--- config.mk ---
export PLATFORM = sky130hd
export DESIGN_NAME = rpr_front
export DESIGN_NICKNAME = d
export VERILOG_FILES = /design/src/rtl/rpr_pkg.sv /design/src/rtl/rpr_front.sv
export SDC_FILE = /design/constraint.sdc
export NUM_CORES = 1
export LEC_CHECK = 0
export BUFFER_PORTS_ARGS = -buffer_cell sky130_fd_sc_hd__buf_2
export CAP_MARGIN = 5
export CORE_AREA = 4 4 129 131
export CTS_BUF_LIST = sky130_fd_sc_hd__clkbuf_4
export CTS_CLUSTER_DIAMETER = 50
export CTS_CLUSTER_SIZE = 8
export DETAILED_ROUTE_END_ITERATION = 12
export DIE_AREA = 0 0 133 135
export SYNTH_ARGS = -nofsm -noshare
export SYNTH_HDL_FRONTEND = slang
export SYNTH_SLANG_ARGS = --single-unit
--- constraint.sdc ---
create_clock -name clk -period 2.04 [get_ports clk]
set_input_delay 0.204 -clock clk [delete_from_list [all_inputs] [get_ports clk]]
set_output_delay 0.204 -clock clk [all_outputs]
set_load 0.1 [all_outputs]
--- src/rtl/rpr_pkg.sv ---
// ----------------------------------------------------------------------------
// rpr_pkg
// Types, constants and register codes of the rotary position rotation block.
// ----------------------------------------------------------------------------
package rpr_pkg;

    localparam int unsigned DEF_MAX_WIDTH    = 4096;
    localparam int unsigned DEF_MAX_POSITION = 4096;

    // configuration port
    localparam int unsigned CFG_IDX_W  = 1;
    localparam int unsigned CFG_DATA_W = 13;
    localparam logic [CFG_IDX_W-1:0] REG_HEAD_LANES = 1'd0;
    localparam logic [CFG_IDX_W-1:0] REG_KEY_WIDTH  = 1'd1;
    localparam logic [8:0]  HEAD_LANES_RST = 9'd64;
    localparam logic [12:0] KEY_WIDTH_RST  = 13'd4096;

    localparam int unsigned QUEUE_DEPTH = 4;

    // Q32 constants
    localparam logic [32:0] ONE_Q32     = 33'h1_0000_0000;
    localparam logic [35:0] LOG2_1E4    = 36'hD_49A7_84BC;
    localparam logic [31:0] LN2_Q32     = 32'hB172_17F8;
    localparam logic [29:0] INV2PI_Q32  = 30'h28BE_60DC;
    localparam logic [33:0] PI_Q32      = 34'h3_243F_6A88;
    localparam logic [29:0] QUARTER_PI  = 30'h2000_0000; // one octant of a turn

    // Horner divisors
    localparam int unsigned EXP_STEPS = 12;
    localparam int unsigned SIN_STEPS = 6;
    localparam int unsigned COS_STEPS = 7;
    localparam int unsigned EXP_DIV [EXP_STEPS] = '{12, 11, 10, 9, 8, 7, 6, 5, 4, 3, 2, 1};
    localparam int unsigned SIN_DIV [SIN_STEPS] = '{156, 110, 72, 42, 20, 6};
    localparam int unsigned COS_DIV [COS_STEPS] = '{182, 132, 90, 56, 30, 12, 2};

    typedef struct packed {
        logic [11:0]        lane;
        logic [11:0]        position;
        logic signed [31:0] q_first;
        logic signed [31:0] q_second;
        logic signed [31:0] k_first;
        logic signed [31:0] k_second;
    } rpr_in_t;

    typedef struct packed {
        logic signed [31:0] q_first_out;
        logic signed [31:0] q_second_out;
        logic signed [31:0] k_first_out;
        logic signed [31:0] k_second_out;
        logic               key_rotated;
    } rpr_out_t;

    // classified item, front to back
    typedef struct packed {
        logic [11:0]        lane;
        logic [8:0]         hs;
        logic [11:0]        pos;
        logic               lane_ok;
        logic               key_rot;
        logic signed [31:0] q_first;
        logic signed [31:0] q_second;
        logic signed [31:0] k_first;
        logic signed [31:0] k_second;
    } rpr_entry_t;

endpackage

--- src/rtl/rpr_front.sv ---
// ----------------------------------------------------------------------------
// rpr_front
// Configuration registers and item classification ahead of the queue.
// ----------------------------------------------------------------------------
module rpr_front #(
    parameter int unsigned MAX_WIDTH    = rpr_pkg::DEF_MAX_WIDTH,
    parameter int unsigned MAX_POSITION = rpr_pkg::DEF_MAX_POSITION
) (
    input  logic                             clk,
    input  logic                             rst_n,
    input  logic                             cfg_valid,
    output logic                             cfg_ready,
    input  logic [rpr_pkg::CFG_IDX_W-1:0]    cfg_index,
    input  logic [rpr_pkg::CFG_DATA_W-1:0]   cfg_data,
    input  logic                             item_valid,
    output logic                             item_stall,
    input  rpr_pkg::rpr_in_t                 item,
    input  logic                             full,
    output logic                             push,
    output rpr_pkg::rpr_entry_t              entry
);
    import rpr_pkg::*;

    logic [8:0]  head_lanes_reg;
    logic [12:0] key_width_reg;
    logic        lane_ok;

    assign cfg_ready = 1'b1;

    always_ff @(posedge clk or negedge rst_n)
    begin
        if (!rst_n)
        begin
            head_lanes_reg <= HEAD_LANES_RST;
            key_width_reg  <= KEY_WIDTH_RST;
        end
        else if (cfg_valid)
        begin
            unique case (cfg_index)
                REG_HEAD_LANES: head_lanes_reg <= cfg_data[8:0];
                REG_KEY_WIDTH:  key_width_reg  <= cfg_data;
                default:        head_lanes_reg <= head_lanes_reg;
            endcase
        end
    end

    assign item_stall = full;
    assign push       = item_valid && !full;
    assign lane_ok    = 32'(item.lane) < 32'(MAX_WIDTH);

    always_comb
    begin
        entry.lane     = item.lane;
        // zero head size behaves as one
        entry.hs       = (head_lanes_reg == 9'd0) ? 9'd1 : head_lanes_reg;
        entry.pos      = (32'(item.position) >= 32'(MAX_POSITION)) ?
                         12'(MAX_POSITION - 1) : item.position;
        entry.lane_ok  = lane_ok;
        entry.key_rot  = lane_ok && ({1'b0, item.lane} < key_width_reg);
        entry.q_first  = item.q_first;
        entry.q_second = item.q_second;
        entry.k_first  = item.k_first;
        entry.k_second = item.k_second;
    end

endmodule

---- After elaboration in Yosys (flattened, before gate mapping) ----
Index checks and enable logic that the tools add are counted.
cells by class
  add/sub/neg operators ................... 0
  multiply operators ...................... 0
  divide/modulo/power cells ............... 0
  $lt $le $gt $ge ......................... 1
  eq/ne operators ......................... 0
  shift operators ......................... 0
  multiplexer cells ....................... 1
  bitwise gates (word level) .............. 1
  reductions and logical operators ........ 5
operator list
  kind                                   number
  less-than comparator 12 x 13 -> 1 bit  1
  zero test 9 bit                        1
  two-way mux 9 bit                      1
  AND reduction 2 bit                    2
  logical AND 1 bit                      1
  zero test 1 bit                        1
  NOT 1 bit                              1
word-level totals
  bits in registers ....................... 22
  bits in latches ......................... 0
  memory bits (writable) .................. 0
  memory bits (read-only) ................. 0
  bits of input ports ..................... 171
  output and inout bits ................... 166
  memories ................................ 0

---- Longest topological paths before layout ----
Gate-level depths: netlist of run 1.
  depth after elaboration ................. 2
  gate-level depth with buffers ........... 6
  gate-level depth less buffers ........... 6

---- Worst setup path before layout of run 1 ----
OpenSTA, ideal clock, no wires.
  path type ............................... register to output
  from .................................... reg key_width_reg[3]
  to ...................................... out entry[128] (netlist name)
  arrival time ............................ 2440 ps
  setup slack ............................. -604 ps
  stages on the path, launching flop included .. 7
  path buffers ............................ 0
  path through ............................ dfrtp_1 inv_1 ha_1 a21oi_2 nand2_1 a211o_1 a211oi_2
RTL lines
  item                    RTL line         text
  start, declared         rpr_front.sv:25  logic [12:0] key_width_reg;
  start signal, assigned  rpr_front.sv:41  REG_KEY_WIDTH: key_width_reg <= cfg_data;
  end, declared           rpr_front.sv:20  output rpr_pkg::rpr_entry_t entry

==> flow_summary.ini, run 1 <==
[route]
drtPass1Iterations = 2
drt_iter0_markers = 16
postRouteAntennaNets = 0
via_per_inst = 2.96
wl_um = 10600
vias = 1085
drc = 0
wl_per_cell_um = 28.9

[power]
power.density_mw_per_mm2 = 869
p_int_mw = 0.884
p_clk_share_pct = 21.6
swShare_pct = 43.1
leakage_nw = 0.811
p_total_mw = 1.55
seq_power_share_pct = 35.3
combPwrFrac_pct = 43.1
peakVddDrop_mv = 0.531
switchingPower_mw = 0.669

[sta]
period_share_pct = 104
drv_slew = 0
slew_headroom_pct = 48.7
clock.fmax_mhz = 471
tns_ns = -0.0845
skew_ns = 0
period_needed_ns = 2.12
tightestPinTransition_ns = 0.768
setup_slack_ns = -0.0845
grt_setup_unrepaired = yes
setup_viol = 1
hold_violations = 0
timing.hold.ws_ns = 0.125

[logic_synthesis]
synth-edff-count = 0
synth_top_family_by_area = buffers and inverters
synth_cells = 256
ys_seq_area_share_pct = 23.7
synth_cell_types = 21
syn_area_mm2 = 0.00233
yosys.area_share.adder_pct = 5.89
synth-seq-cells = 22
synth-simple-area-share_pct = 3.05
synth.avg_cell_area_um2 = 9.12
synth_compound_area_share_pct = 3.11
synth_warnings = 0
synthArstFlopShare_pct = 100
synth_ff_type = dfrtp_1
muxShareOfSynthArea_pct = 10.6
synth_xor_area_share_pct = 0

[outcome]
violations = setup timing
outcome = complete, but fails checks

[place]
dpl.cell_count = 362
place_ws_ns = 0.241
hpwl_um = 10100
gp_congestion = 0.826
port_buffers = 54

[floorplan]
row_count = 46
die-area_mm2 = 0.0180
dieWidth_um = 133
coreArea_mm2 = 0.0156
io_pins = 337
die_y_um = 135
start_util_pct = 15.0

[clock_tree]
post_cts_buffers = 0
path_clk_slew_ns = 0.13
cts.sink_count = 22
cts_tree = yes
cts_inserted_buffers = 3
ctsRootBufferMaster = clkbuf_4
clock_path_buffers = 2
h-tree-depth = 1
clk_latency_ns = 0.31

[global_route]
grt_max_degree = 23
grt_usage_pct = 10.7
grt_pass1_vias = 1151
grt_remaining_overflow = 0
antenna_found_initial = 0
grt_pass1_wl_um = 12600

[worst_setup_path]
critPathMaxFanout = 2
arrival_ns = 1.92
criticalPathCategory = reg2out
r2r_slack_ns = 1.25
cp-start-kind = register
r2r-start = head_lanes_reg[1]
r2r_cells = 1
cp-end-kind = primary output
worstPathRequired_ns = 1.84
r2r-end = head_lanes_reg[1]

[layout]
diodes = 0
stdcell_count = 367
fin_nets = 334
drive_above_1_share_pct = 57.6
largest_reg_flops = 13
area_growth_syn_to_layout_pct = -23.5

[hold_path]
hp-start = cfg_data[11]
holdCritPathClass = in2reg
whs_path_depth = 2
hold_end = key_width_reg[11]

[flow_run]
maxCapViolCount = 0
-- critical path: stages (launching register included) --
cell	delay, ns
dfrtp_1	0.41
inv_1	0.10
ha_4	0.20
nand4_1	0.08
a21oi_1	0.04
a211o_1	0.31
a211oi_4	0.26
buf_12	0.21
-- worst max path at each step --
stage	from	to	slack, ns	depth (start not counted)
final	key_width_reg[2]	entry[128]	-0.08	7
after global routing	key_width_reg[3]	entry[128]	-0.20	7
after CTS	key_width_reg[3]	entry[128]	-0.12	7
after detailed placement	key_width_reg[2]	entry[128]	0.24	7
after global placement	key_width_reg[4]	entry[128]	0.27	7
after floorplan	key_width_reg[4]	entry[128]	-0.10	6
-- power groups by stage --
stage / Sequential, mW / Combinational (mW) / Clock [mW]
floorplan: 0.540 / 1.86 / 0
CTS: 0.547 / 0.679 / 0.359
detailed placement: 0.556 / 0.671 / 0
finish: 0.547 / 0.669 / 0.336
global placement: 0.551 / 0.661 / 0
global route: 0.559 / 0.711 / 0.372
-- timing repair --
item,in CTS,in global routing
gates cloned,0,0
hold buffers,1,0
gates resized for setup,1,0
endpoints found under the setup margin,1,1
endpoints found under the hold margin,20,0
pin swaps,1,1
-- cell usage after synthesis (3+ instances only) --
cell,count,share of area [%]
a21o_1,3,0.96
clkbuf_1,8,1.3
mux2_2,22,11
inv_1,12,1.9
dfrtp_1,20,21
buf_4,155,50
ha_1,11,5.9
a21oi_1,4,0.86
-- final cells by class --
cell class	instances	area (um2)
clock inverters	1	30.0
fillers	1781	13800
multi-input cells	58	569
clock buffers	3	22.5
inverters	12	45.0
repair buffers	55	295
flip-flops and latches	22	553
well taps	216	270
-- metrics by stage --
stage | cell area (um2) | utilization (%)
2_1_floorplan | 2360 | -
3_3_place_gp | 1710 | 11.0
3_5_place_dp | 1710 | 11.0
4_1_cts | 1790 | 11.4
5_1_grt | 1790 | 11.4
6_report | 1790 | 11.4
-- routing by layer --
layer	up-vias	part of all wire, %	track usage, %
li1	436	-	-
met1	464	14	4.82
met2	181	48	18.0
met3	2	36	17.8
met4	2	0.53	1.15
met5	-	0.66	2.78
-- cells by family (layout without fill, tap and decap cells) --
| logic type | count (synthesis) | after routing |
|---|---|---|
| and+or+nand+nor | 13 | 13 |
| muxes | 22 | 22 |
| AOI/OAI and AO/OA | 10 | 10 |
| DFF | 22 | 22 |
| adders and majority gates | 11 | 11 |
| buffers and inverters | 177 | 71 |
| other | 1 | 2 |
-- cell usage in the layout (no fill, tap or decap), drive strengths merged --
cell and n:
nand4 2, nor2 2, buf 54, nand2 2, dfrtp 20, a211o 1, nand4b 1, nor4 2
dlygate4sd3 1, inv 12, clkbuf 3, dfstp 2, bufinv 1, a21oi 5, nand3 2, nor2b 2
mux2 22, a21o 3, a211oi 1, conb 2, ha 11
Note: power is estimated with default switching activity, not from simulation.
==> run 2, diff against run 1 <==
--- a/config.mk
+++ b/config.mk
@@ -13,6 +13,7 @@
 export CTS_CLUSTER_SIZE = 8
 export DETAILED_ROUTE_END_ITERATION = 12
 export DIE_AREA = 0 0 133 135
+export REMOVE_ABC_BUFFERS = 1
 export SYNTH_ARGS = -nofsm -noshare
 export SYNTH_HDL_FRONTEND = slang
 export SYNTH_SLANG_ARGS = --single-unit
==> flow_summary.ini, run 2 (synthesis results as in run 1) <==
[hold_path]
hp-start = cfg_data[11]
whs_path_depth = 2
holdCritPathClass = in2reg

[place]
place_area_mm2 = 0.00170
port_buffers = 54
gp_congestion = 1.08
place_ws_ns = 0.0503
hpwl_um = 26600
dpl.cell_count = 363

[flow_run]
maxCapViolCount = 0

[route]
via_per_inst = 3.84
drt_iter0_markers = 103
drtPass1Iterations = 4
postRouteAntennaNets = 0
wl_per_cell_um = 74.2
drc = 0
vias = 1419
wl_um = 27500

[power]
peakVddDrop_mv = 0.454
power.density_mw_per_mm2 = 885
leakage_nw = 0.818
p_total_mw = 1.60

[floorplan]
start_util_pct = 15.0
row_count = 46
die-area_mm2 = 0.0180
die_y_um = 135
dieWidth_um = 133
coreArea_mm2 = 0.0156
io_pins = 337

[sta]
grt_setup_unrepaired = yes
period_share_pct = 107
period_needed_ns = 2.18
slew_headroom_pct = 56.1
setup_slack_ns = -0.135
hold_violations = 0
clock.fmax_mhz = 460
tightestPinTransition_ns = 0.657
setup_viol = 1
drv_slew = 0
skew_ns = 0

[clock_tree]
cts_inserted_buffers = 3
h-tree-depth = 1
ctsRootBufferMaster = clkbuf_4
path_clk_slew_ns = 0.15
cts.sink_count = 22
cts_tree = yes
clk_latency_ns = 0.31
clock_path_buffers = 2

[worst_setup_path]
critPathMaxFanout = 3
criticalPathCategory = reg2out
r2r_cells = 2
crit_start = key_width_reg[3]
worstPathRequired_ns = 1.84
r2r-start = key_width_reg[3]
cp-start-kind = register
arrival_ns = 1.97
cp-end-kind = primary output

[layout]
largest_reg_flops = 13
final_cell_mix = buf_2, mux2_2, dfrtp_1, inv_1, ha_1
stdcell_area_mm2 = 0.00181
area_growth_syn_to_layout_pct = -22.3
post-route-util_pct = 11.6
stdcell_count = 370
drive_above_1_share_pct = 60.1
fin_nets = 336
final_common_cell = buf_2

[global_route]
antenna_found_initial = 3
grt_pass1_wl_um = 30400
grt_pass1_vias = 1335
grt_max_degree = 23
grt_remaining_overflow = 0
grt_usage_pct = 29.3

[outcome]
violations = setup timing
outcome = complete, but fails checks
[run 2: power by group]
group	internal, mW	switching [mW]	leakage (nW)
clock	0.199	0.155	0.0279
sequential	0.505	0.0430	0.256
combinational	0.191	0.513	0.535
[run 2: final cells by class]
class / instances / area, um2
multi-input cells: 58 / 578
inverters: 12 / 45.0
clock inverters: 1 / 30.0
fillers: 1796 / 13800
diodes: 1 / 2.50
well taps: 216 / 270
flip-flops and latches: 22 / 553
repair buffers: 57 / 313
clock buffers: 3 / 22.5
[run 2: worst paths after layout]
check | endpoint | slack, ns
hold reg to reg | key_width_reg[2] | 0.53
min in group asynchronous | head_lanes_reg[8] | 0.36
setup / recovery | entry[128] | -0.14
max in group asynchronous | key_width_reg[2] | 1.30
setup reg to reg | key_width_reg[3] | 1.15
hold / removal | key_width_reg[11] | 0.1
[run 2: metal layers]
layer | share of wire, % | vias up | GRT usage [%]
met4 | 4.7 | 8 | 11.1
li1 | - | 448 | -
met2 | 55 | 346 | 56.6
met3 | 31 | 52 | 46.4
met1 | 9.1 | 565 | 6.13
met5 | 0.45 | - | 3.61
[run 2: metrics by stage]
| step | setup TNS, ns | hold slack, ns |
|---|---|---|
| after floorplan | -0.604 | -0.0916 |
| after global placement | 0 | 0.214 |
| after detailed placement | 0 | 0.220 |
| after CTS | -0.153 | 0.0887 |
| after global routing | -0.218 | 0.0793 |
| final | -0.135 | 0.0981 |
[run 2: what timing repair did]
item	in CTS	in global routing
setup endpoints to repair	1	2
pin swaps	3	0
resized for setup	4	3
hold buffers	1	0
endpoints found under the hold margin	20	0
setup buffers	1	0
[run 2: critical path: stages (launching register included)]
cell and delay (ns):
dfrtp_1 0.41, inv_2 0.07, ha_4 0.20, a21oi_2 0.11
nand2_1 0.06, a211o_1 0.31, a211oi_2 0.28, buf_12 0.21
