`src/rtl/rpr_pkg.sv`:
```
// ----------------------------------------------------------------------------
// rpr_pkg
// Types, constants and register codes of the rotary position rotation block.
// ----------------------------------------------------------------------------
package rpr_pkg;

    localparam int unsigned DEF_MAX_WIDTH    = 4096;
    localparam int unsigned DEF_MAX_POSITION = 4096;

    // configuration port
    localparam int unsigned CFG_IDX_W  = 1;
    localparam int unsigned CFG_DATA_W = 13;
    localparam logic [CFG_IDX_W-1:0] REG_HEAD_LANES = 1'd0;
    localparam logic [CFG_IDX_W-1:0] REG_KEY_WIDTH  = 1'd1;
    localparam logic [8:0]  HEAD_LANES_RST = 9'd64;
    localparam logic [12:0] KEY_WIDTH_RST  = 13'd4096;

    localparam int unsigned QUEUE_DEPTH = 4;

    // Q32 constants
    localparam logic [32:0] ONE_Q32     = 33'h1_0000_0000;
    localparam logic [35:0] LOG2_1E4    = 36'hD_49A7_84BC;
    localparam logic [31:0] LN2_Q32     = 32'hB172_17F8;
    localparam logic [29:0] INV2PI_Q32  = 30'h28BE_60DC;
    localparam logic [33:0] PI_Q32      = 34'h3_243F_6A88;
    localparam logic [29:0] QUARTER_PI  = 30'h2000_0000; // one octant of a turn

    // Horner divisors
    localparam int unsigned EXP_STEPS = 12;
    localparam int unsigned SIN_STEPS = 6;
    localparam int unsigned COS_STEPS = 7;
    localparam int unsigned EXP_DIV [EXP_STEPS] = '{12, 11, 10, 9, 8, 7, 6, 5, 4, 3, 2, 1};
    localparam int unsigned SIN_DIV [SIN_STEPS] = '{156, 110, 72, 42, 20, 6};
    localparam int unsigned COS_DIV [COS_STEPS] = '{182, 132, 90, 56, 30, 12, 2};

    typedef struct packed {
        logic [11:0]        lane;
        logic [11:0]        position;
        logic signed [31:0] q_first;
        logic signed [31:0] q_second;
        logic signed [31:0] k_first;
        logic signed [31:0] k_second;
    } rpr_in_t;

    typedef struct packed {
        logic signed [31:0] q_first_out;
        logic signed [31:0] q_second_out;
        logic signed [31:0] k_first_out;
        logic signed [31:0] k_second_out;
        logic               key_rotated;
    } rpr_out_t;

    // classified item, front to back
    typedef struct packed {
        logic [11:0]        lane;
        logic [8:0]         hs;
        logic [11:0]        pos;
        logic               lane_ok;
        logic               key_rot;
        logic signed [31:0] q_first;
        logic signed [31:0] q_second;
        logic signed [31:0] k_first;
        logic signed [31:0] k_second;
    } rpr_entry_t;

endpackage

```
`src/rtl/rpr_queue.sv`:
```
// ----------------------------------------------------------------------------
// rpr_queue
// Short queue between the classifier and the rotation pipeline.
// ----------------------------------------------------------------------------
module rpr_queue (
    input  logic                 clk,
    input  logic                 rst_n,
    input  logic                 push,
    input  rpr_pkg::rpr_entry_t  entry,
    output logic                 full,
    input  logic                 pop,
    output logic                 head_valid,
    output rpr_pkg::rpr_entry_t  head
);
    import rpr_pkg::*;

    localparam int unsigned PTR_W = $clog2(QUEUE_DEPTH);

    rpr_entry_t       slot_reg [QUEUE_DEPTH];
    logic [PTR_W-1:0] wr_ptr_reg;
    logic [PTR_W-1:0] rd_ptr_reg;
    logic [PTR_W:0]   count_reg;
    logic [PTR_W:0]   count_next;

    assign full       = count_reg == (PTR_W+1)'(QUEUE_DEPTH);
    assign head_valid = count_reg != '0;
    assign head       = slot_reg[rd_ptr_reg];

    always_comb
    begin
        count_next = count_reg;
        if (push && !pop)
            count_next = count_reg + 1'b1;
        else if (pop && !push)
            count_next = count_reg - 1'b1;
    end

    always_ff @(posedge clk or negedge rst_n)
    begin
        if (!rst_n)
        begin
            wr_ptr_reg <= '0;
            rd_ptr_reg <= '0;
            count_reg  <= '0;
        end
        else
        begin
            if (push)
                wr_ptr_reg <= PTR_W'(wr_ptr_reg + 1'b1);
            if (pop)
                rd_ptr_reg <= PTR_W'(rd_ptr_reg + 1'b1);
            count_reg <= count_next;
        end
    end

    always_ff @(posedge clk)
    begin
        if (push)
            slot_reg[wr_ptr_reg] <= entry;
    end

endmodule

```
`config.mk`:
```
export PLATFORM = sky130hd
export DESIGN_NAME = rpr_queue
export DESIGN_NICKNAME = d
export VERILOG_FILES = /design/src/rtl/rpr_pkg.sv /design/src/rtl/rpr_queue.sv
export SDC_FILE = /design/constraint.sdc
export NUM_CORES = 1
export LEC_CHECK = 0
export BUFFER_PORTS_ARGS = -buffer_cell sky130_fd_sc_hd__clkbuf_2
export CAP_MARGIN = 20
export CORE_MARGIN = 4
export CORE_UTILIZATION = 35
export DETAILED_ROUTE_END_ITERATION = 10
export PLACE_DENSITY = 0.57
export SYNTH_ARGS = -nofsm -noshare
export SYNTH_HDL_FRONTEND = slang
export SYNTH_SLANG_ARGS = --single-unit
```
`constraint.sdc`:
```
create_clock -name clk -period 15 [get_ports clk]
set_input_delay 2.25 -clock clk [delete_from_list [all_inputs] [get_ports clk]]
set_output_delay 2.25 -clock clk [all_outputs]
set_load 0.05 [all_outputs]
```
Yosys cells after proc, flatten, opt, wreduce, memory -nomap -nowiden
Memory sizes are Yosys's and may differ from the RTL's.
Index checks and enable logic that the tools add are counted.
{"block": "word_totals", "reg_bits": 7, "mem_bits_rw": 652, "inputBits": 167, "out_inout_bits": 165, "elab_cells": 19, "n_memories": 1}
{"block": "classes", "add_sub_neg": 4, "n_eq_ne": 1, "mux": 4, "reduce_logical": 6}
{"name": "slot_reg", "words": 4, "width": 163, "rd": 1, "rd_ports_with_merged_regs": 0, "wr": 1, "line_no": "rpr_queue.sv:19", "source": "rpr_entry_t slot_reg [QUEUE_DEPTH];"}
{"operator": "3-bit two-way mux", "n": 2}
{"operator": "2-bit by 1-bit adder with 2-bit output, second input constant", "n": 2}
{"operator": "3-bit by 1-bit adder with 3-bit output, second input constant", "n": 1}
{"operator": "3-bit == test, second input constant", "n": 1}
{"operator": "3-bit nonzero test", "n": 1}
{"operator": "3-bit by 1-bit subtractor with 3-bit output, second input constant", "n": 1}
{"operator": "1-bit logical AND", "n": 2}
{"operator": "1-bit zero test", "n": 2}
{"operator": "1-bit two-way mux", "n": 2}
{"operator": "2-bit nonzero test", "n": 1}

Longest topological paths before layout
Gate-level depths: netlist of the first run.
{"block": "depth", "depth_word": 4, "mapped_depth": 7, "mapped_depth_nobuf": 7}

Worst setup path before layout of the first run
OpenSTA, ideal clock, no wires.
{"block": "synth_timing", "kind": "in2reg", "start": "input push", "end": "memory slot_reg[1][0] (netlist bit) (enable)", "setup_time_ps": 542, "arrival_time_ps": 5963, "t_required_ps": 14458, "path_slack_ps": 8495, "stages": 1, "n_path_buf": 0, "cell_sequence": "and2_1"}
{"block": "synth_between", "elab_chain_len": 2}
{"item": "from (decl)", "line_no": "rpr_queue.sv:8", "source": "input logic push,"}
{"item": "1-bit two-way mux", "line_no": "rpr_queue.sv:58", "source": "if (push)"}
{"item": "1-bit two-way mux (implied by the code)", "line_no": "rpr_queue.sv:59", "source": "slot_reg[wr_ptr_reg] <= entry;"}
{"item": "to (decl)", "line_no": "rpr_queue.sv:19"}
Every way passes these cells.

==> impl_metrics.csv, run 1 <==
group,metric,value,unit
run_status,status,"completed",
floorplan,start_util,35.5,%
critical_path,required,12.75,ns
clock_network,postCtsSetupBuffers,0,
drt,drt-total-wl,49500,µm
power,powerDensity,232,nW/µm²
drt,drtAntennaViolNets,0,
synthesis,ys_warn_count,0,
layout,syn_to_final_growth,19.8,%
clock_network,clk_path_buf_depth,3,
synthesis,synth.avg_cell_area,27.1,µm²
sta,worst_pin_slew,1.07,ns
power,p_total,6670,µW
floorplan,die_w,270,µm
floorplan,boundaryPins,332,
layout,final_common_cell,"edfxtp_1",
layout,final_nets,1440,
synthesis,synthMuxAreaShare,15.3,%
floorplan,rows,95,
clock_network,root_buffer,"clkbuf_16",
drt,viasPerCell,4.81,
sta,setup_viol,0,
layout,fin_cells,2200,
place,portBuffers,331,
place,dp_hpwl,29100,µm
place,globalplace.congestion,0.701,
drt,num_vias,10575,
critical_path,cp_data_arrival_time,4.20,ns
sta,fin_crit_sh,43.0,%
grt,antenna_found_initial,11,
drt,drc,0,
layout,drive_gt1_share,46.5,%
sta,min_period,6.45,ns
floorplan,dieArea,72900,µm²
sta,hold_viol_final,0,
clock_network,cts.hold.buffers_added,0,
clock_network,post_cts_resized,0,
synthesis,ys_ff_latch,659,
critical_path,timing_worst_setup_path_type,"reg2out",
synthesis,synth_top_family_by_area,"multiplexers",
synthesis,synth_ff_type,"edfxtp_1",
critical_path,cp_max_fo,46,
synthesis,synth_edf_count,652,
clock_network,cts_tree,"done",
sta,max_slew_margin,28.7,%
critical_path,crit_path_start_kind,"register",
layout,mostFrequentLayoutCells,"edfxtp_1 (652), clkbuf_2 (331), mux4_2 (163), clkbuf_16 (74), clkinv_1 (16)",
sta,rsz0062_at_grt,"no",
floorplan,die_h,270,µm
clock_network,clk_latency,0.59,ns
drt,post_drt_wl_per_cell,22.5,µm
grt,grt_first_pass_wirelength,74400,µm
clock_network,path_clk_slew,0.06,ns
clock_network,htree_levels,3,
grt,grt_max_degree,65,
clock_network,numCtsBuffers,72,
grt,grt-ovfl-total,0,
hold_path,hold_path_class,"reg2reg",
drt,drtPass1Iterations,4,
synthesis,synth_cell_type_count,20,
sta,fin_skew,0.0155,ns
layout,fillers,5821,
synthesis,syn_area,24000,µm²
layout,largest_register_ffs,652,
synthesis,synth-compound-area-share,0.0208,%
power,power.leakage,0.00977,µW
clock_network,cts_sinks,659,
sta,fmax,155,MHz
power,vdd_drop_max,106,µV
drt,first_iter_violations,728,
floorplan,core,67600,µm²
sta,tns,0,ns
synthesis,synth-xor-area-share,0.219,%
grt,grt_pass1_vias,11610,
synthesis,synthCells,886,
synthesis,syn_nets,1059,
synthesis,synthArstFlopShare,1.06,%
sta,slew_violations,0,
synthesis,synth_seq_area_share,82.2,%
synthesis,yosys.area_share.simple,0.208,%
synthesis,synthAdderAreaFrac,0.344,%
grt,grt_use_total,13.5,%
critical_path,end_kind,"primary output",
job,maxCapViolations,0,
place,place_inst,2066,
-- routing by layer --
metal	share of wire [%]	GRT usage (%)	vias up
met5	0.079	0	-
met4	2.2	4.34	6
met3	8.4	5.07	73
met2	50	22.3	284
met1	39	16.5	5575
li1	-	-	4637
-- where the power goes --
part | switching (µW) | internal, µW | leakage [µW]
combinational | 1740 | 684 | 0.00260
clock | 689 | 1010 | 0.00111
sequential | 133 | 2410 | 0.00607
total | 2570 | 4100 | 0.00977
-- synth_stat cells (4+ instances only) --
| master | number | area share [%] |
|---|---|---|
| ha_1 | 5 | 0.26 |
| mux4_2 | 163 | 15 |
| buf_12 | 11 | 0.92 |
| inv_1 | 4 | 0.062 |
| and2_1 | 4 | 0.10 |
| buf_2 | 16 | 0.33 |
| edfxtp_1 | 652 | 81 |
| buf_6 | 7 | 0.33 |
| xor2_1 | 4 | 0.15 |
| dfrtp_1 | 7 | 0.73 |
-- cell families (layout without fill, tap and decap cells) --
kind of cell | after synthesis | in the layout
adders and majority gates | 6 | 6
xor gates and xnor gates | 6 | 6
muxes | 164 | 164
buffers and inverters | 41 | 475
and+or+nand+nor | 9 | 9
other | 0 | 7
AOI/OAI and AO/OA | 1 | 1
DFF | 659 | 659
-- stage by stage --
stage	util [%]	setup slack, ns	hold slack (ns)	area (µm²)
finish	42.6	8.55	0.479	28800
global route	42.6	8.05	0.498	28800
CTS	42.5	8.24	0.483	28800
detailed placement	39.2	8.89	0.473	26500
global placement	39.2	8.92	0.472	26500
floorplan	-	8.50	0.449	24000
-- area by class of cell --
type | count | area (µm²) | area share (%)
antenna | 7 | 17.5 | 0.0608
clock buffer | 85 | 1890 | 6.57
clock inverter | 42 | 378 | 1.31
inverter | 4 | 15.0 | 0.0521
multi-input combinational | 186 | 3880 | 13.5
sequential | 659 | 19800 | 68.6
tap | 873 | 1090 | 3.79
timing repair buffer | 344 | 1750 | 6.09
-- path summary, 6_finish.rpt --
check,startpoint,to,slack (ns),depth (start not counted)
setup / recovery,rd_ptr_reg[0]$_DFFE_PN0P_,head[25],8.55,4
hold reg to reg,count_reg[2]$_DFFE_PN0P_,count_reg[2]$_DFFE_PN0P_,0.48,1
hold / removal,count_reg[2]$_DFFE_PN0P_,count_reg[2]$_DFFE_PN0P_,0.48,1
setup reg to reg,wr_ptr_reg[0]$_DFFE_PN0P_,slot_reg[0][89]$_DFFE_PP_,12.30,4
min in group asynchronous,rst_n,count_reg[2]$_DFFE_PN0P_,1.51,1
max in group asynchronous,rst_n,rd_ptr_reg[1]$_DFFE_PN0P_,13.28,1
-- critical path: stages, from the launching register on --
cell and delay [ns]:
dfrtp_4 1.01, buf_4 0.78, buf_4 0.82, mux4_2 0.61
clkbuf_2 0.25
Note: power is estimated with default switching activity, not from simulation.
==> run 2: changes to the inputs <==
clock period = 5.95 ns   (was 15 ns; I/O delays follow)
==> run 2 against run 1 <==
Effect of this change: cell count down 0.18%; hold slack got worse by 0.34 ns; global-route usage down 0.41 points; die area unchanged.
==> impl_metrics.csv, run 2 (synthesis gave the netlist of run 1 again) <==
group,metric,value,unit
run_status,status,"completed",
clock_network,clk_latency,0.58,ns
place,globalplace.congestion,0.685,
sta,min_period,3.84,ns
critical_path,cp-startpoint,"rd_ptr_reg[1]$_DFFE_PN0P_",
floorplan,start_util,35.5,%
grt,antenna_found_initial,7,
drt,drtAntennaViolNets,0,
clock_network,htree_levels,3,
grt,grt_use_total,13.1,%
sta,setup_viol,0,
drt,drc,0,
drt,drt-total-wl,48200,µm
floorplan,core,67600,µm²
drt,viasPerCell,4.80,
critical_path,crit_path_start_kind,"register",
critical_path,r2r_end,"slot_reg[2][42]$_DFFE_PP_",
sta,whs,0.138,ns
critical_path,cp_data_arrival_time,2.95,ns
clock_network,cts_sinks,659,
place,dp_slack,2.62,ns
place,dp_hpwl,28200,µm
floorplan,rows,95,
grt,grt_first_pass_wirelength,72800,µm
layout,largest_register_ffs,652,
power,vdd_drop_max,424,µV
place,portBuffers,331,
floorplan,die_h,270,µm
sta,fin_crit_sh,64.6,%
job,maxCapViolations,0,
sta,worst_pin_slew,0.897,ns
layout,mostFrequentLayoutCells,"edfxtp_1 (652), clkbuf_2 (331), mux4_2 (163), clkbuf_16 (71), clkbuf_1 (15)",
sta,fin_skew,0.0160,ns
floorplan,dieArea,72900,µm²
critical_path,cp_max_fo,107,
grt,grt_max_degree,108,
clock_network,numCtsBuffers,71,
clock_network,path_clk_slew,0.06,ns
clock_network,postCtsSetupBuffers,0,
layout,syn_to_final_growth,20.1,%
drt,num_vias,10549,
clock_network,cts_tree,"done",
critical_path,timing_worst_setup_path_type,"reg2out",
floorplan,boundaryPins,332,
drt,drtPass1Iterations,6,
critical_path,worstRegToRegCells,4,
sta,rsz0062_at_grt,"no",
layout,final_common_cell,"edfxtp_1",
sta,slew_violations,0,
critical_path,reg2reg_from,"wr_ptr_reg[0]$_DFFE_PN0P_",
sta,fin_ws,2.11,ns
place,dpl_cell_area,26600,µm²
grt,grt-ovfl-total,0,
clock_network,root_buffer,"clkbuf_16",
layout,final_nets,1439,
power,powerDensity,582,nW/µm²
power,power.leakage,0.00978,µW
clock_network,post_cts_resized,0,
drt,first_iter_violations,535,
drt,post_drt_wl_per_cell,21.9,µm
critical_path,rrSetupSlack,3.57,ns
sta,fmax,260,MHz
clock_network,cts.hold.buffers_added,0,
grt,grt_pass1_vias,11340,
sta,tns,0,ns
layout,fin_area,28900,µm²
critical_path,end_kind,"primary output",
clock_network,clk_path_buf_depth,3,
critical_path,required,5.06,ns
sta,max_slew_margin,40.2,%
hold_path,hold_path_class,"in2async",
sta,hold_viol_final,0,
critical_path,cp-endpoint,"head[148]",
layout,drive_gt1_share,46.4,%
floorplan,die_w,270,µm
==> run 2: layer usage <==
layer | track usage (%) | wire (µm)
met1 | 16.6 | 19300
met2 | 21.0 | 23400
met3 | 4.78 | 4070
met4 | 4.47 | 1370
met5 | 0 | 46
==> run 2: critical path: stages (launching register included) <==
cell,delay [ns]
dfrtp_4,0.83
buf_12,0.49
mux4_2,0.46
clkbuf_2,0.26
==> run 2: worst min path at each step <==
stage | endpoint | slack, ns | cells after the start | from
3_3_place_gp | count_reg[2]$_DFFE_PN0P_ | 0.47 | 1 | count_reg[2]$_DFFE_PN0P_
4_1_cts | rd_ptr_reg[0]$_DFFE_PN0P_ | 0.09 | 1 | rst_n
5_1_grt | wr_ptr_reg[1]$_DFFE_PN0P_ | 0.11 | 1 | rst_n
6_report | rd_ptr_reg[1]$_DFFE_PN0P_ | 0.14 | 1 | rst_n
2_1_floorplan | count_reg[2]$_DFFE_PN0P_ | 0.45 | 1 | count_reg[2]$_DFFE_PN0P_
3_5_place_dp | count_reg[2]$_DFFE_PN0P_ | 0.47 | 1 | count_reg[2]$_DFFE_PN0P_
==> run 2: per-stage QoR <==
stage	utilization (%)	total power, µW	instances
after floorplan	-	11500	886
after global placement	39.3	12800	2066
after detailed placement	39.3	12800	2066
after CTS	42.6	17100	2191
after global routing	42.6	17600	2192
final	42.7	16800	2196
==> run 2: where the power goes <==
part / total [µW] / internal (µW) / switching [µW] / leakage, µW
Sequential: 6370 / 6070 / 300 / 0.00607
Clock: 4260 / 2540 / 1720 / 0.00109
Combinational: 6180 / 1760 / 4420 / 0.00262
Total: 16800 / 10400 / 6430 / 0.00978
==> run 2: cell type report <==
cell class	count	area (µm²)
Antenna cell	5	12.5
Inverter	4	15.0
Sequential cell	659	19800
Timing Repair Buffer	344	1840
Clock buffer	86	1830
Multi-Input combinational cell	186	3880
Tap cell	873	1090
Fill cell	5847	38800
Clock inverter	39	417
==> run 3: changes to the inputs <==
ABC_AREA = 1   (was not set)
PLACE_DENSITY = 0.59   (was 0.57)
clock period = 3.5 ns   (was 5.95 ns; I/O delays follow)
==> run 3 against run 2 <==
Effect of this change: design area grew 11%; via count grew 48%; flip-flop and latch count is the same; power grew 92%; utilization is essentially flat; synthesized cell count grew 120%; die area grew 10%; cell count grew 52%; sequential power grew 68%; clock power grew 76%; critical path depth grew 2; combinational power grew 130%; largest power group is now combinational cells.
==> impl_metrics.csv, run 3 <==
group,metric,value,unit
run_status,status,"completed",
hold_path,min_from,"entry[96]",
layout,mostFrequentLayoutCells,"edfxtp_1 (652), nand2_1 (499), inv_1 (333), clkbuf_2 (331), o211ai_1 (227)",
critical_path,slowest_delay,0.51,ns
clock_network,postCtsSetupBuffers,0,
synthesis,synth_seq_area_share,74.2,%
layout,syn_to_final_growth,20.1,%
floorplan,start_util,35.5,%
drt,drtAntennaViolNets,0,
synthesis,yosysTopAreaCellShare,73.6,%
synthesis,ys_ff_latch,659,
place,dp_slack,0.949,ns
layout,largest_register_ffs,652,
power,powerDensity,1010,nW/µm²
sta,fin_crit_sh,86.3,%
synthesis,synthArstFlopShare,1.06,%
hold_path,hold_path_class,"in2reg",
synthesis,ys_warn_count,0,
floorplan,boundaryPins,332,
layout,fin_cells,3329,
layout,fillers,6718,
critical_path,timing_worst_setup_path_type,"reg2out",
critical_path,cp_max_fo,77,
critical_path,cp-startpoint,"rd_ptr_reg[1]$_DFFE_PN0P_",
drt,post_drt_wl_per_cell,17.5,µm
critical_path,crit_chain,"inv_8 -> buf_12 -> o211ai_1 -> nand2_1 -> clkbuf_2",
drt,drtPass1Iterations,5,
clock_network,numCtsBuffers,73,
sta,slew_violations,0,
drt,viasPerCell,4.69,
clock_network,path_clk_slew,0.06,ns
place,globalplace.congestion,0.725,
grt,grt_max_degree,164,
drt,drc,0,
floorplan,core,74900,µm²
floorplan,dieArea,80500,µm²
clock_network,post_cts_resized,0,
drt,drt-total-wl,58100,µm
sta,fin_ws,0.479,ns
layout,multiInputGateArea,5010,µm²
critical_path,crit_path_start_kind,"register",
grt,grt-ovfl-total,0,
clock_network,clk_path_buf_depth,3,
drt,first_iter_violations,890,
synthesis,syn_area,26600,µm²
power,power.leakage,0.0128,µW
sta,min_period,3.02,ns
clock_network,root_buffer,"clkbuf_16",
place,place_inst,3192,
sta,worst_pin_slew,0.979,ns
synthesis,synth_cell_type_count,20,
sta,fin_skew,0.0388,ns
layout,seq_area,19800,µm²
grt,grt_pass1_vias,16023,
drt,num_vias,15627,
synthesis,yosys.area.top_type,"edfxtp_1",
power,vdd_drop_max,682,µV
layout,drive_gt1_share,25.5,%
synthesis,synth_edf_count,652,
sta,tns,0,ns
floorplan,die_h,284,µm
sta,fmax,331,MHz
layout,final_common_cell,"edfxtp_1",
synthesis,synth_area_leaders,"edfxtp_1 (74%), nand2_1 (7.1%), o211ai_1 (6.4%)",
sta,setup_viol,0,
clock_network,cts_tree,"done",
synthesis,synth.avg_cell_area,13.6,µm²
clock_network,cts_sinks,659,
critical_path,reg2reg_from,"wr_ptr_reg[0]$_DFFE_PN0P_",
synthesis,yosysMostFrequentCell,"edfxtp_1",
critical_path,cp_data_arrival_time,2.50,ns
clock_network,clk_latency,0.62,ns
critical_path,crit_slowest_cell,"dfrtp_4",
place,portBuffers,331,
synthesis,synthCells,1951,
clock_network,htree_levels,3,
clock_network,cts.hold.buffers_added,1,
job,maxCapViolations,0,
grt,grt_use_total,14.3,%
critical_path,required,2.97,ns
critical_path,cp.buffers_inverters,3,
layout,final_nets,2472,
floorplan,rows,100,
floorplan,die_w,284,µm
place,dp_hpwl,35100,µm
synthesis,syn_nets,2124,
synthesis,synth_ff_type,"edfxtp_1",
sta,max_slew_margin,34.7,%
critical_path,end_kind,"primary output",
synthesis,synth.top_cells.by_count,"edfxtp_1 (652), nand2_1 (503), inv_1 (338)",
sta,rsz0062_at_grt,"no",
critical_path,critical_path.top_delay_family,"buffers and inverters",
sta,hold_viol_final,0,
grt,grt_first_pass_wirelength,90400,µm
grt,antenna_found_initial,10,
run 3: final timing paths:
kind                                              end  slack, ns  depth (start not counted)
min in group asynchronous    count_reg[2]$_DFFE_PN0P_       0.32                          2
setup reg to reg           slot_reg[3][101]$_DFFE_PP_       1.21                          4
hold reg to reg              count_reg[2]$_DFFE_PN0P_       0.50                          2
hold / removal              slot_reg[1][96]$_DFFE_PP_       0.12                          1
max in group asynchronous   rd_ptr_reg[1]$_DFFE_PN0P_       2.98                          2
setup / recovery                             head[87]       0.48                          5
run 3: layer usage:
metal / vias to the layer above / track usage [%] / share of wire (%)
met5: - / 0 / 0.12
met4: 10 / 4.50 / 2.4
met3: 97 / 4.35 / 7.0
met2: 365 / 25.3 / 50
met1: 7627 / 16.7 / 40
li1: 7528 / - / -
run 3: through the flow:
stage	util [%]	area, µm²	total power, µW	hold WS, ns
global placement	39.5	29600	25000	0.375
global route	42.7	32000	34000	0.0866
floorplan	-	26700	21500	0.229
finish	42.7	32000	32300	0.121
CTS	42.7	32000	32800	0.0663
detailed placement	39.5	29600	25200	0.382
run 3: cell families after synthesis:
logic type               after synthesis  synth area share [%]
AO/OA/AOI/OAI                        327                  11.1
XOR/XNOR                               4                 0.132
adder cells (fa/ha/maj)                6                 0.310
buffers and inverters                448                  7.11
flip-flops                           659                  74.2
AND/OR/NAND/NOR                      507                  7.17
run 3: final cells by class:
cell class,instances,area share [%]
flip-flops and latches,659,61.8
well taps,969,3.79
diodes,4,0.0313
clock inverters,42,1.44
clock buffers,90,5.98
inverters,338,4.04
multi-input cells,844,15.7
repair buffers,383,7.27
run 3: power by group:
group | internal [µW] | switching, µW
combinational | 3220 | 10800
clock | 4390 | 3100
sequential | 10300 | 428
